<file path="config.mk">
export PLATFORM = sky130hd
export DESIGN_NAME = sfcs_cmd_queue
export DESIGN_NICKNAME = d
export VERILOG_FILES = /design/src/sfcs_pkg.sv /design/src/sfcs_cmd_queue.sv
export SDC_FILE = /design/constraint.sdc
export NUM_CORES = 1
export LEC_CHECK = 0
export ABC_AREA = 1
export BUFFER_PORTS_ARGS = -buffer_cell sky130_fd_sc_hd__buf_2
export CAP_MARGIN = 40
export CORE_MARGIN = 2
export CORE_UTILIZATION = 40
export DETAILED_ROUTE_END_ITERATION = 8
export SETUP_SLACK_MARGIN = 0.2
export SLEW_MARGIN = 20
export SYNTH_ARGS = -nofsm -noshare
export SYNTH_HDL_FRONTEND = slang
export SYNTH_SLANG_ARGS = --single-unit
</file>
<file path="constraint.sdc">
create_clock -name i_clk -period 1.5 [get_ports i_clk]
set_input_delay 0.225 -clock i_clk [delete_from_list [all_inputs] [get_ports i_clk]]
set_output_delay 0.225 -clock i_clk [all_outputs]
set_load 0.05 [all_outputs]
</file>
<file path="src/sfcs_pkg.sv">
package sfcs_pkg;

    localparam int FIFO_DEPTH  = 256;
    localparam int PTR_W       = (FIFO_DEPTH > 1) ? $clog2(FIFO_DEPTH) : 1;
    localparam int CNT_W       = $clog2(FIFO_DEPTH + 1);
    localparam int CHIP_COUNT  = 4;
    localparam int CHIP_W      = $clog2(CHIP_COUNT);
    localparam int DATA_W      = 32;
    localparam int IDX_W       = 3;
    localparam int BYTE_W      = 8;
    localparam int QUEUE_DEPTH = 2;
    localparam int QPTR_W      = $clog2(QUEUE_DEPTH);
    localparam int QCNT_W      = $clog2(QUEUE_DEPTH + 1);

    // Register map
    localparam logic [IDX_W-1:0] REG_STATE = 3'd0;
    localparam logic [IDX_W-1:0] REG_CTRL1 = 3'd1;
    localparam logic [IDX_W-1:0] REG_CTRL2 = 3'd2;
    localparam logic [IDX_W-1:0] REG_RXBUF = 3'd3;
    localparam logic [IDX_W-1:0] REG_TXBUF = 3'd4;

    localparam logic MODE_READ  = 1'b0;
    localparam logic MODE_WRITE = 1'b1;

    // Chip bits inside a control write
    localparam int SEL_LO_BIT = 0;
    localparam int SEL_HI_BIT = 8;

    typedef enum logic [2:0] {
        OP_ZERO,     // read returning zero, or ignored write
        OP_CTRL_RD,
        OP_RX_RD,
        OP_TX_WR,
        OP_CTRL_WR
    } t_op;

    typedef struct packed {
        t_op               op;
        logic              bank;    // 0: chips 0/1, 1: chips 2/3
        logic [BYTE_W-1:0] tx_byte;
        logic              sel_lo;
        logic              sel_hi;
    } t_cmd;

    function automatic logic [PTR_W-1:0] ptr_next(input logic [PTR_W-1:0] ptr);
        logic [PTR_W-1:0] res;
        if (ptr == PTR_W'(FIFO_DEPTH - 1)) begin
            res = '0;
        end else begin
            res = ptr + PTR_W'(1);
        end
        return res;
    endfunction

endpackage

</file>
<file path="src/sfcs_cmd_queue.sv">
module sfcs_cmd_queue (
    input  logic           i_clk,
    input  logic           i_rst_n,
    input  logic           i_push,
    input  sfcs_pkg::t_cmd i_cmd,
    input  logic           i_pop,
    output sfcs_pkg::t_cmd o_cmd,
    output logic           o_empty,
    output logic           o_full
);
    import sfcs_pkg::*;

    t_cmd              r_slot [QUEUE_DEPTH];
    logic [QPTR_W-1:0] r_wr_ptr;
    logic [QPTR_W-1:0] r_rd_ptr;
    logic [QCNT_W-1:0] r_count;

    assign o_empty = (r_count == '0);
    assign o_full  = (r_count == QCNT_W'(QUEUE_DEPTH));
    assign o_cmd   = r_slot[r_rd_ptr];

    always_ff @(posedge i_clk) begin
        if (i_push) begin
            r_slot[r_wr_ptr] <= i_cmd;
        end
    end

    always_ff @(posedge i_clk) begin
        if (!i_rst_n) begin
            r_wr_ptr <= '0;
            r_rd_ptr <= '0;
            r_count  <= '0;
        end else begin
            if (i_push) begin
                r_wr_ptr <= r_wr_ptr + QPTR_W'(1);
            end
            if (i_pop) begin
                r_rd_ptr <= r_rd_ptr + QPTR_W'(1);
            end
            case ({i_push, i_pop})
                2'b10:   r_count <= r_count + QCNT_W'(1);
                2'b01:   r_count <= r_count - QCNT_W'(1);
                default: r_count <= r_count;
            endcase
        end
    end

endmodule

</file>
==> results.txt, run 1 <==
- Maximum count of clock buffers along a single path: 2
- For the worst setup path, the data required time is about 1.3 ns.
- Number of core rows: 20
- The routed design could run at a clock period as short as ~1.5 ns.
- On the critical path the largest part of the delay comes from flip-flops.
- Remaining number of nets flagged by the antenna check after routing: 0
* Actual transition at the worst max-transition pin: around 0.16 ns
- The path class of the tightest hold or removal check is in -> reg.
- Clock skew on the completed layout was measured at between 0.003 and 0.004 ns.
* Mean Syn Cell Area: roughly 16 um2
* Maximum level of the CTS H-tree: 2
- Die width: 59.6 um
* Count of input and output buffers: 33
- Crit start category: register
- All-layer global routing usage: between 10% and 20%
- The worst register-to-register path ends at r_slot[1][12]$_DFFE_PP_.
- For the worst flop-to-flop path, the logic depth is 3.
* Crit Path Max Fanout: 7
* Number of buffers inserted during clock tree synthesis: 5
- The total overflow left after global routing is 0.
- The floorplan step defined a die boundary enclosing ~3600 um2.
* Total power after layout: around 2 mW
* Reg area: 946 um2
- Most numerous cell on the critical path: sky130_fd_sc_hd__buf_8
- Synthesis inferred 33 register bits.
* Number of buffers inserted by post-CTS setup repair: 0
- The number of nets handed over by synthesis was between 90 and 100.
- Multi-input combinational cell area: about 320 um2
- Achievable clock frequency: between 600 and 700 MHz
- The first routing iteration left 9 violations.
* Die Height: 59.6 um
* Clock tree from TritonCTS: built
- Ant diodes: 0
- Area of the core: 3000 um2
* Syn Std Cell Area: ~1200 um2
- Dividing the detail-routed wire length by the instance count gives roughly 13 um.
* Distinct cell type count of the synthesized netlist: 11
- Entering global routing, the biggest net connects 11 pins.
* Buffers plus inverters on the worst setup path: 2
* Violations in the final reports: setup timing
- The number of placed instances, taps included, is 149.
* Vias in the first global route: ~760
- Number of vias per cell: 4.79
- The Yosys step of the flow raised 0 warnings.
- Cell area power density: around 1100 nW/um2
- Worst setup slack for register-to-register paths: between 0.5 and 0.6 ns
- The area growth from synthesis to layout is 41.4%.
- Root Driver: sky130_fd_sc_hd__clkbuf_4
* Total of endpoints with negative setup slack in the final report: 14
* Critical path endpoint category: output port
- Max incr delay on CP: roughly 0.37 ns
- Number of antenna violations at the first check in global routing: 0
- Across all hold checks on the routed design, the worst slack comes to between 0.08 and 0.09 ns.
* Count of maximum capacitance violations: 0
- Hpwl dp: ~1.4 mm
- Number of sinks on the clock net: 33
- Final count of hold timing violations: 0
- Origin of the worst min-delay path: i_cmd[10]
- Effective utilization at floorplan: about two fifths
* Worst Path Arrival: ~1.3 ns
* IO Pins: 34
* Leak: between 0.7 and 0.8 nW
- Layout Cells excl Fill: 157
- Worst hold endpoint: r_slot[1][10]$_DFFE_PP_
* Total iterations of the first detailed-routing run: 4
- Clock-pin slew reported for the worst setup and hold paths after clock tree synthesis: 0.09 ns
- RD Place Congestion: roughly 0.63
* Sequential share of the synthesized area: 76.1%
- Cell type of the slowest stage on the worst timing path: sky130_fd_sc_hd__dfxtp_4
- Residual DRC count: 0
- Tightest slew margin relative to the limit: 89.3%
- Summed over all layers, the routed wires come to 2.07 mm.
- Clock latency at the later pin of the worst-skew pair: ~0.32 ns
- The worst path uses 102% of the clock period.
* Worst hold path cell count: 1
* Mapped Cells: 78
- Type of the setup path with the least slack: reg -> out
- Via count: 752
* Critical Path, Cell by Cell: buf_8, mux2_4, buf_8
- The worst register-to-register path begins at r_wr_ptr$_SDFFE_PN0P_.
- RSZ-0062 raised after global routing: true
* Placed instance area: 1480 um2
- Total count of max-transition violations in the final report: 0
- The filler cells instantiated in the layout total around 260.
* Design Area, Final: 1750 um2
- The net count of the finished layout is approximately 140.
- Fin worst setup slack: -0.0294 ns
* Maximum resistive drop on vdd: between 0.5 and 0.6 mV
- The run finished, with violations left.
* Proportion of layout cells with a drive suffix above 1: between 50% and 60%
- First-pass GRT wire length: 3.38 mm
[Yosys cell counts]
cell | instances | share of area, %
sky130_fd_sc_hd__a21oi_1 | 1 | 0.40
sky130_fd_sc_hd__buf_6 | 1 | 0.91
sky130_fd_sc_hd__dfxtp_1 | 5 | 8.1
sky130_fd_sc_hd__edfxtp_1 | 28 | 68
sky130_fd_sc_hd__ha_1 | 1 | 1.0
sky130_fd_sc_hd__inv_1 | 6 | 1.8
sky130_fd_sc_hd__mux2_2 | 14 | 13
sky130_fd_sc_hd__nand2_1 | 8 | 2.4
sky130_fd_sc_hd__nand4_1 | 1 | 0.51
sky130_fd_sc_hd__nor2_1 | 12 | 3.6
sky130_fd_sc_hd__o21ai_0 | 1 | 0.40
[layout make-up]
type / instances / share of cell area [%]
flip-flops and latches: 33 / 54.1
repair buffers: 39 / 21.2
multi-input cells: 38 / 18.1
clock buffers: 6 / 2.36
well taps: 33 / 2.36
inverters: 6 / 1.29
clock inverters: 2 / 0.573
[placed cells by master (no fill, tap or decap), types with 2 or more instances in the layout]
master	netlist	layout
sky130_fd_sc_hd__buf_2	0	17
sky130_fd_sc_hd__buf_4	0	6
sky130_fd_sc_hd__buf_8	0	16
sky130_fd_sc_hd__clkbuf_4	0	5
sky130_fd_sc_hd__clkinv_2	0	2
sky130_fd_sc_hd__dfxtp_1	5	3
sky130_fd_sc_hd__edfxtp_1	28	28
sky130_fd_sc_hd__inv_1	6	6
sky130_fd_sc_hd__mux2_4	0	14
sky130_fd_sc_hd__nand2_1	8	8
sky130_fd_sc_hd__nor2_1	12	11
[how the worst max path moves through the flow]
stage	from	to	cells after the start
2_1_floorplan	r_count[1]$_SDFFE_PN0P_	o_full	2
3_5_place_dp	register	o_cmd[0]	3
5_1_grt	register	o_cmd[0]	3
4_1_cts	register	o_cmd[0]	3
6_report	register	o_cmd[0]	3
3_3_place_gp	register	o_cmd[7]	3
[cells by family after synthesis]
family | Yosys count | share of synthesized area [%]
compound gates | 2 | 0.809
simple gates | 21 | 6.58
flops | 33 | 76.1
buf+inv | 7 | 2.73
fa+ha+maj | 1 | 1.01
mux | 14 | 12.8
[metal layers]
layer | vias up | global-route usage [%] | routed length, um
li1 | 369 | - | -
met4 | 0 | 6.67 | 30
met1 | 351 | 17.0 | 890
met2 | 28 | 19.8 | 996
met3 | 4 | 7.21 | 153
met5 | - | 0 | 0
[report_power, final]
group | internal, mW | switching [mW] | leakage (nW) | total, mW
sequential | 1.05 | 0.0209 | 0.305 | 1.07
combinational | 0.203 | 0.255 | 0.407 | 0.457
clock | 0.178 | 0.280 | 0.0320 | 0.458
total | 1.43 | 0.555 | 0.744 | 1.99
[registers in the layout, summed over array words and instances (netlist names), named ones only]
name	count
r_rd_ptr	1
r_count	2
r_slot	28
r_wr_ptr	1
[metrics by stage]
| stage | TNS (ns) | utilization [%] | setup WS (ns) |
|---|---|---|---|
| detailed placement | 0 | 49.3 | 0.249 |
| finish | -0.311 | 58.2 | -0.0294 |
| global placement | 0 | 49.3 | 0.247 |
| CTS | -0.642 | 57.8 | -0.0521 |
| floorplan | 0 | - | 0.247 |
| global route | -1.16 | 58.2 | -0.0939 |
[what timing repair did]
action                                  in CTS  in global routing
hold buffers                                 0                  0
endpoints found under the setup margin      15                 16
gates resized for setup                     60                  6
No activity file was read; power rests on OpenSTA's default activity.
==> run 2, diff against run 1 <==
CELL_PAD_IN_SITES_DETAIL_PLACEMENT = 1   (was default)
CELL_PAD_IN_SITES_GLOBAL_PLACEMENT = 1   (was default)
CORE_UTILIZATION = 37   (was 40)
PLACE_DENSITY_LB_ADDON = 0.1   (was default)
clock period = 1.3 ns   (was 1.5 ns; I/O delays follow)
==> results.txt, run 2 (synthesized netlist as in run 1, its figures left out) <==
- Maximum level of the CTS H-tree: 2 (unchanged)
* Number of sinks on the clock net: 33 (unchanged)
* Effective utilization at floorplan: 39.5% (-1.6 points)
- The hold path depth was 1 (unchanged).
* Root Driver: sky130_fd_sc_hd__clkbuf_4
* Ant diodes: 0 (unchanged)
* Most used cells in the layout excluding fill and tap cells: 28 x sky130_fd_sc_hd__edfxtp_1, 17 x sky130_fd_sc_hd__buf_2, 14 x sky130_fd_sc_hd__mux2_4, 11 x sky130_fd_sc_hd__buf_6, 9 x sky130_fd_sc_hd__nor2_1
- Max FFs per register: 28 (unchanged)
- Final count of hold timing violations: 0 (unchanged)
- The overflow left after global routing came to 0 (unchanged).
- The area occupied by multi-input gates is 337 um2 (+6.3%).
- The setup TNS is -2.66 ns (-2.35 ns).
- The clock network latency to the later pin of the worst-skew pair was 0.33 ns (about the same).
* Remaining number of nets flagged by the antenna check after routing: 0 (unchanged)
* Total of endpoints with negative setup slack in the final report: 14 (unchanged)
* End of the worst register-to-register path: r_slot[1][4]$_DFFE_PP_
- Ranked by flip-flop count, first place goes to r_slot.
* Number of antenna violations at the first check in global routing: 0 (unchanged)
- The final routed DRC violation total was 0 (unchanged).
- The flow ran to the end, but the final reports show violations.
* Final Cycle Share: 115%
- Number of vias per cell: 4.60 (-4.1%)
- Routed wirelength normalized by instance count: 14.3 um (+8.6%)
* Number of core rows: 20 (unchanged)
- Fin worst setup slack: -0.201 ns (-0.171 ns)
- Total count of max-transition violations in the final report: 0 (unchanged)
- Leak: 0.744 nW (about the same)
- Biggest registers after layout: r_slot: 28 flops, r_count: 2 flops
- DIE AREA: 3820 um2 (+7.6%)
- Maximum resistive drop on vdd: 0.616 mV (+8.5%)
- Area of the core: 3130 um2 (+4.2%)
- Most utilized layer in the global route result: met2
* IO Pins: 34 (unchanged)
- The clock slew at the register clock pins of the worst setup and hold paths is 0.10 ns (about the same).
- The worst register-to-register path begins at r_wr_ptr$_SDFFE_PN0P_.
* Actual transition at the worst max-transition pin: 0.134 ns (-0.0261 ns)
- The peak fanout along the critical path was 8 (+1).
- The met1 usage was 13.6% (-3.4 points).
* Filler Cells Inserted: 312 (+22%)
* Growth of design area from synthesis to finish: 44.5%
- Origin of the worst min-delay path: i_cmd[3]
- For the finished layout, the period the worst path requires is roughly 1.5 ns.
* Type of the setup path with the least slack: reg -> out
- The count of routing violations after the opening detailed-route iteration came to 18 (+9).
- The maximum single-stage delay on the critical path was 0.38 ns (about the same).
- Worst reg-to-reg path cell count: 3 (unchanged)
- Type of the most critical hold path: in -> reg
- Die width: 61.8 um (+3.7%)
- Net total in the final layout: 142 (unchanged)
* Finished Core Util: 57.1% (-1.1 points)
* Pin count of the biggest net entering global routing: 14 (+3)
- First-pass GRT wire length: 3.75 mm (+11%)
- Total iterations of the first detailed-routing run: 3 (-1)
- Maximum count of clock buffers along a single path: 2 (unchanged)
- All-layer global routing usage: 14.9% (+1.2 points)
- The data arrival at the endpoint of the critical path was 1.31 ns (about the same).
- The largest individual stage delay along the critical path comes from the cell sky130_fd_sc_hd__dfxtp_4.
- Clock tree from TritonCTS: built
* Number of buffers inserted during clock tree synthesis: 5 (unchanged)
* Tightest slew margin relative to the limit: 91.0% (+1.7 points)
- The final HPWL from detailed placement was 1.63 mm (+14%).
- Required time at the worst-slack endpoint: 1.11 ns (-0.16 ns)
- The total detailed-routing wirelength was 2.41 mm (+16%).
- Count of input and output buffers: 33 (unchanged)
- RD Place Congestion: 0.641 (+1.6%)
* Proportion of layout cells with a drive suffix above 1: 54.0% (+3.2 points)
* Die Height: 61.8 um (+3.7%)
- Achievable clock frequency: roughly 670 MHz
* Critical path endpoint category: output port
- Violations in the final reports: setup timing
- The worst setup path is launched from a register.
* Critical Path, Cell by Cell: buf_12, mux2_4, buf_6
- Cell area power density: 1290 nW/um2 (+13%)
- The number of global-route vias before repair came to 835 (+11%).
- Commonest non-fill, non-tap cell in the layout: sky130_fd_sc_hd__edfxtp_1
- The met3 global-route usage came to 5.80% (-1.4 points).
- The internal reg-to-reg setup slack was 0.30 ns (-0.21 ns).
* Worst hold endpoint: r_slot[0][3]$_DFFE_PP_
- The footprint of the flip-flops and latches came to 953 um2 (+0.79%).
- The worst-case clock skew came to 0.00547 ns (+0.00232 ns).
- RSZ-0062 raised after global routing: true
* Global-route met2 utilization: 28.9% (+9.1 points)
- The total via count after detailed routing is 772 (+2.7%).
- The max-cap check violation count was 0 (unchanged).
## run 2: how the worst max path moves through the flow
stage	cells past startpoint	endpoint	startpoint
2_1_floorplan	2	r_slot[1][0]$_DFFE_PP_	r_wr_ptr$_SDFFE_PN0P_
3_3_place_gp	3	o_cmd[8]	register
3_5_place_dp	3	o_cmd[2]	register
4_1_cts	3	o_cmd[8]	register
5_1_grt	3	o_cmd[8]	register
6_report	3	o_cmd[8]	register
## run 2: metrics by stage
stage,total power [mW],std cells,setup WS (ns),hold slack (ns),cell area (um2)
CTS,2.32,168,-0.227,0.0354,1760
finish,2.31,168,-0.201,0.0511,1790
detailed placement,1.69,158,0.0822,0.388,1550
global placement,1.68,158,0.0945,0.384,1550
floorplan,1.57,78,0.202,0.294,1290
global route,2.42,168,-0.254,0.0220,1790
## run 2: report_power, final
part	internal, mW	switching (mW)	leakage [nW]	total (mW)
clock network	0.195	0.322	0.0300	0.517
registers	1.21	0.0343	0.306	1.25
logic	0.239	0.301	0.407	0.539
## run 2: repair_timing
item	4_1_cts	5_1_grt
buffers inserted	2	0
pin swaps	1	0
endpoints found under the setup margin	30	26
gates resized for setup	44	7
hold buffers	0	0
cloned	0	0
## run 2: routing by layer
layer | share of wire [%] | vias to the layer above
met1 | 35 | 380
met3 | 4.7 | 5
met4 | 2.0 | 0
met2 | 58 | 19
met5 | 0 | -
li1 | - | 368
## run 2: area by class of cell
type	count	share of cell area, %
Clock buffer	5	2.10
Clock inverter	3	0.700
Inverter	6	1.40
Multi-Input combinational cell	38	18.8
Sequential cell	33	53.4
Tap cell	44	3.08
Timing Repair Buffer	39	20.5
## run 2: critical path, delay by kind of cell (launching register included)
family	cells	cell delay, ns
buf+inv	2	0.29
flops	1	0.38
mux	1	0.31
==> run 3, diff against run 2 <==
--- a/config.mk
+++ b/config.mk
@@ -12,3 +12,2 @@
 export CELL_PAD_IN_SITES_GLOBAL_PLACEMENT = 1
-export CORE_MARGIN = 2
 export CORE_UTILIZATION = 37
--- a/constraint.sdc
+++ b/constraint.sdc
@@ -3,2 +3,2 @@
 set_output_delay 0.195 -clock i_clk [all_outputs]
-set_load 0.05 [all_outputs]
+set_load 0.1 [all_outputs]
==> results.txt, run 3 (synthesized netlist as in run 1, its figures left out) <==
- The die footprint was 3580 um2 (-6.4%).
- Total iterations of the first detailed-routing run: 3 (unchanged)
- The detail-routed via count per cell is 4.47 (-2.7%).
- Cell area power density: 1380 nW/um2 (+6.6%)
- Type of the most critical hold path: in -> reg
* Met1 routing resource usage after global routing: 14.9% (+1.3 points)
* Total Wirelength: 2.48 mm (+3.0%)
* Cell type of the slowest stage on the worst timing path: sky130_fd_sc_hd__dfxtp_4
- Origin of the worst min-delay path: i_cmd[7]
* Fin worst setup slack: -0.261 ns (-0.0597 ns)
* Area of the core: 3100 um2 (-0.80%)
- The number of buffers inserted by port buffering is 33 (unchanged).
* Worst Path Arrival: 1.37 ns (+0.06 ns)
- Traced cell by cell, the critical path runs through buf_12, mux2_2, buf_6.
* Final clock skew: 0.00964 ns (+0.00417 ns)
- Achievable clock frequency: 641 MHz (-3.8%)
* Required time at the worst-slack endpoint: 1.11 ns (about the same)
* Outcome: complete, but fails checks
* IO Pins: 34 (unchanged)
* Growth of design area from synthesis to finish: 49.8%
- The register with the most flip-flops in the final layout is r_slot.
- The count of H-tree levels built during CTS came to 2 (unchanged).
* Total power after layout: 2.55 mW (+11%)
* Final critical path time including I/O delays and setup: 1.56 ns (+0.0597 ns)
- The number of slew-limit violations in the final report is 0 (unchanged).
- The final HPWL from detailed placement is 1.52 mm (-6.5%).
- The max-cap check violation count is 0 (unchanged).
* Final count of hold timing violations: 0 (unchanged)
- GRT overflow: 0 (unchanged)
- The checks that failed: setup timing.
- Effective utilization at floorplan: 39.8% (+0.32 points)
* Crit Path Max Fanout: 7 (-1)
* Remaining number of nets flagged by the antenna check after routing: 0 (unchanged)
* Reg area: 952 um2 (-0.13%)
- Leak: 0.749 nW (+0.65%)
- The number of setup violations in the final report was 14 (unchanged).
- Type of the setup path with the least slack: reg -> out
- Ant diodes: 0 (unchanged)
- Fin Setup TNS: -3.49 ns (-0.822 ns)
- The final routed DRC violation total came to 0 (unchanged).
- Max FFs per register: 28 (unchanged)
* End of the worst register-to-register path: r_slot[1][5]$_DFFE_PP_
- The wire length of the first global-routing pass was 3.38 mm (-9.9%).
* Number of antenna violations at the first check in global routing: 0 (unchanged)
* Maximum count of clock buffers along a single path: 2 (unchanged)
- The overall fraction of global-route tracks in use is 13.8% (-1.1 points).
- The largest registers in the layout are r_slot: 28 flops, r_count: 2 flops.
- Most used cells in the layout excluding fill and tap cells: 28 x sky130_fd_sc_hd__edfxtp_1, 17 x sky130_fd_sc_hd__buf_2, 13 x sky130_fd_sc_hd__buf_12, 9 x sky130_fd_sc_hd__nor2_1
* Worst hold endpoint: r_slot[0][7]$_DFFE_PP_
- Net total in the final layout: 141 (-0.70%)
- TritonCTS built the clock tree.
- The wire length per cell after detailed routing is 14.8 um (+3.6%).
* Global-route met2 utilization: 24.1% (-4.7 points)
* Worst setup slack for register-to-register paths: 0.27 ns (-0.03 ns)
- Die Height: 59.8 um (-3.2%)
- The count of routing violations after the opening detailed-route iteration was 23 (+5).
* Most utilized layer in the global route result: met2
- The number of cell rows was 20 (unchanged).
* Worst hold path cell count: 1 (unchanged)
- Worst reg-to-reg path cell count: 3 (unchanged)
* Via count: 747 (-3.2%)
* Vias in the first global route: 765 (-8.4%)
- The share of post-route cells with drive strength above 1 is 52.0% (-2.0 points).
- Leaving out fill and tap cells, the most frequent cell in the layout is sky130_fd_sc_hd__edfxtp_1.
- Filler Cells Inserted: 309 (-0.96%)
- The maximum single-stage delay on the critical path is 0.39 ns (about the same).
- STA classifies the critical path endpoint as an output port.
- RSZ-0062 raised after global routing: true
- Root Driver: sky130_fd_sc_hd__clkbuf_4
* Clock latency at the later pin of the worst-skew pair: 0.32 ns (about the same)
- Maximum resistive drop on vdd: 0.638 mV (+3.5%)
- Actual transition at the worst max-transition pin: 0.202 ns (+0.0677 ns)
- The area occupied by multi-input gates was 314 um2 (-6.7%).
- Clock-pin slew reported for the worst setup and hold paths after clock tree synthesis: 0.10 ns (about the same)
* Number of sinks on the clock net: 33 (unchanged)
* RD Place Congestion: 0.626 (-2.4%)
- Die width: 59.8 um (-3.2%)
- The maximum number of pins on one net before global-route repair was 15 (+1).
* Startpoint of the lowest-slack register-to-register path: r_wr_ptr$_SDFFE_PN0P_
- Final Cycle Share: 120% (+4.6 points)
- The met3 global-route usage was 4.33% (-1.5 points).
* Crit start category: register
- Tightest slew margin relative to the limit: 86.6% (-4.4 points)
- Number of buffers inserted during clock tree synthesis: 5 (unchanged)
==> run 3: cell count changes in the layout (fill, tap and decap cells not counted), moves of 2 or more <==
cell	delta
sky130_fd_sc_hd__mux2_2	+6
sky130_fd_sc_hd__clkbuf_1	+2
sky130_fd_sc_hd__mux2_4	-6
sky130_fd_sc_hd__buf_8	-2
sky130_fd_sc_hd__buf_12	+10
sky130_fd_sc_hd__buf_6	-8
sky130_fd_sc_hd__buf_4	-2
==> run 3: what timing repair did <==
action	4_1_cts	5_1_grt
buffers inserted	1	1
cloned	0	1
pin swaps	1	1
resized for setup	37	20
endpoints found under the setup margin	18	26
hold buffers	0	0
==> run 3: power by group <==
group	total, mW	internal, mW	switching, mW
Combinational	0.777	0.286	0.491
Sequential	1.25	1.21	0.0338
Clock	0.523	0.208	0.315
==> run 3: area by class of cell <==
class | instances | share of cell area, %
multi-input combinational | 38 | 17.0
sequential | 33 | 51.4
inverter | 6 | 1.35
timing repair buffer | 38 | 24.7
clock buffer | 7 | 2.43
tap | 44 | 2.97
clock inverter | 1 | 0.203
==> run 3: worst max path at each step <==
stage	cells past startpoint	startpoint	slack (ns)	endpoint
2_1_floorplan	2	register	0.06	o_cmd[11]
3_3_place_gp	3	register	0.005	o_cmd[0]
3_5_place_dp	3	register	0.002	o_cmd[0]
4_1_cts	3	register	-0.26	o_cmd[12]
5_1_grt	3	register	-0.30	o_cmd[10]
6_report	3	register	-0.26	o_cmd[2]
==> run 3: per-stage QoR <==
stage / instances / utilization (%) / instance area (um2) / worst slack [ns] / hold slack, ns
after floorplan: 78 / - / 1260 / 0.0560 / 0.294
after global placement: 156 / 50.2 / 1560 / 0.00455 / 0.383
after detailed placement: 156 / 50.2 / 1560 / 0.00156 / 0.389
after CTS: 165 / 55.7 / 1730 / -0.259 / 0.0521
after global routing: 167 / 59.7 / 1850 / -0.303 / 0.0326
final: 167 / 59.7 / 1850 / -0.261 / 0.0574
==> run 3: routing by layer <==
metal	part of all wire (%)	routed length, um
met4	0.61	15
met5	0	0
met2	59	1450
met1	36	882
met3	5.2	129
==> run 3: worst max-delay path, delay by kind of cell, from the launching register on <==
kind	cells	cell delay (ns)
muxes	1	0.34
buffers and inverters	2	0.31
DFF	1	0.39
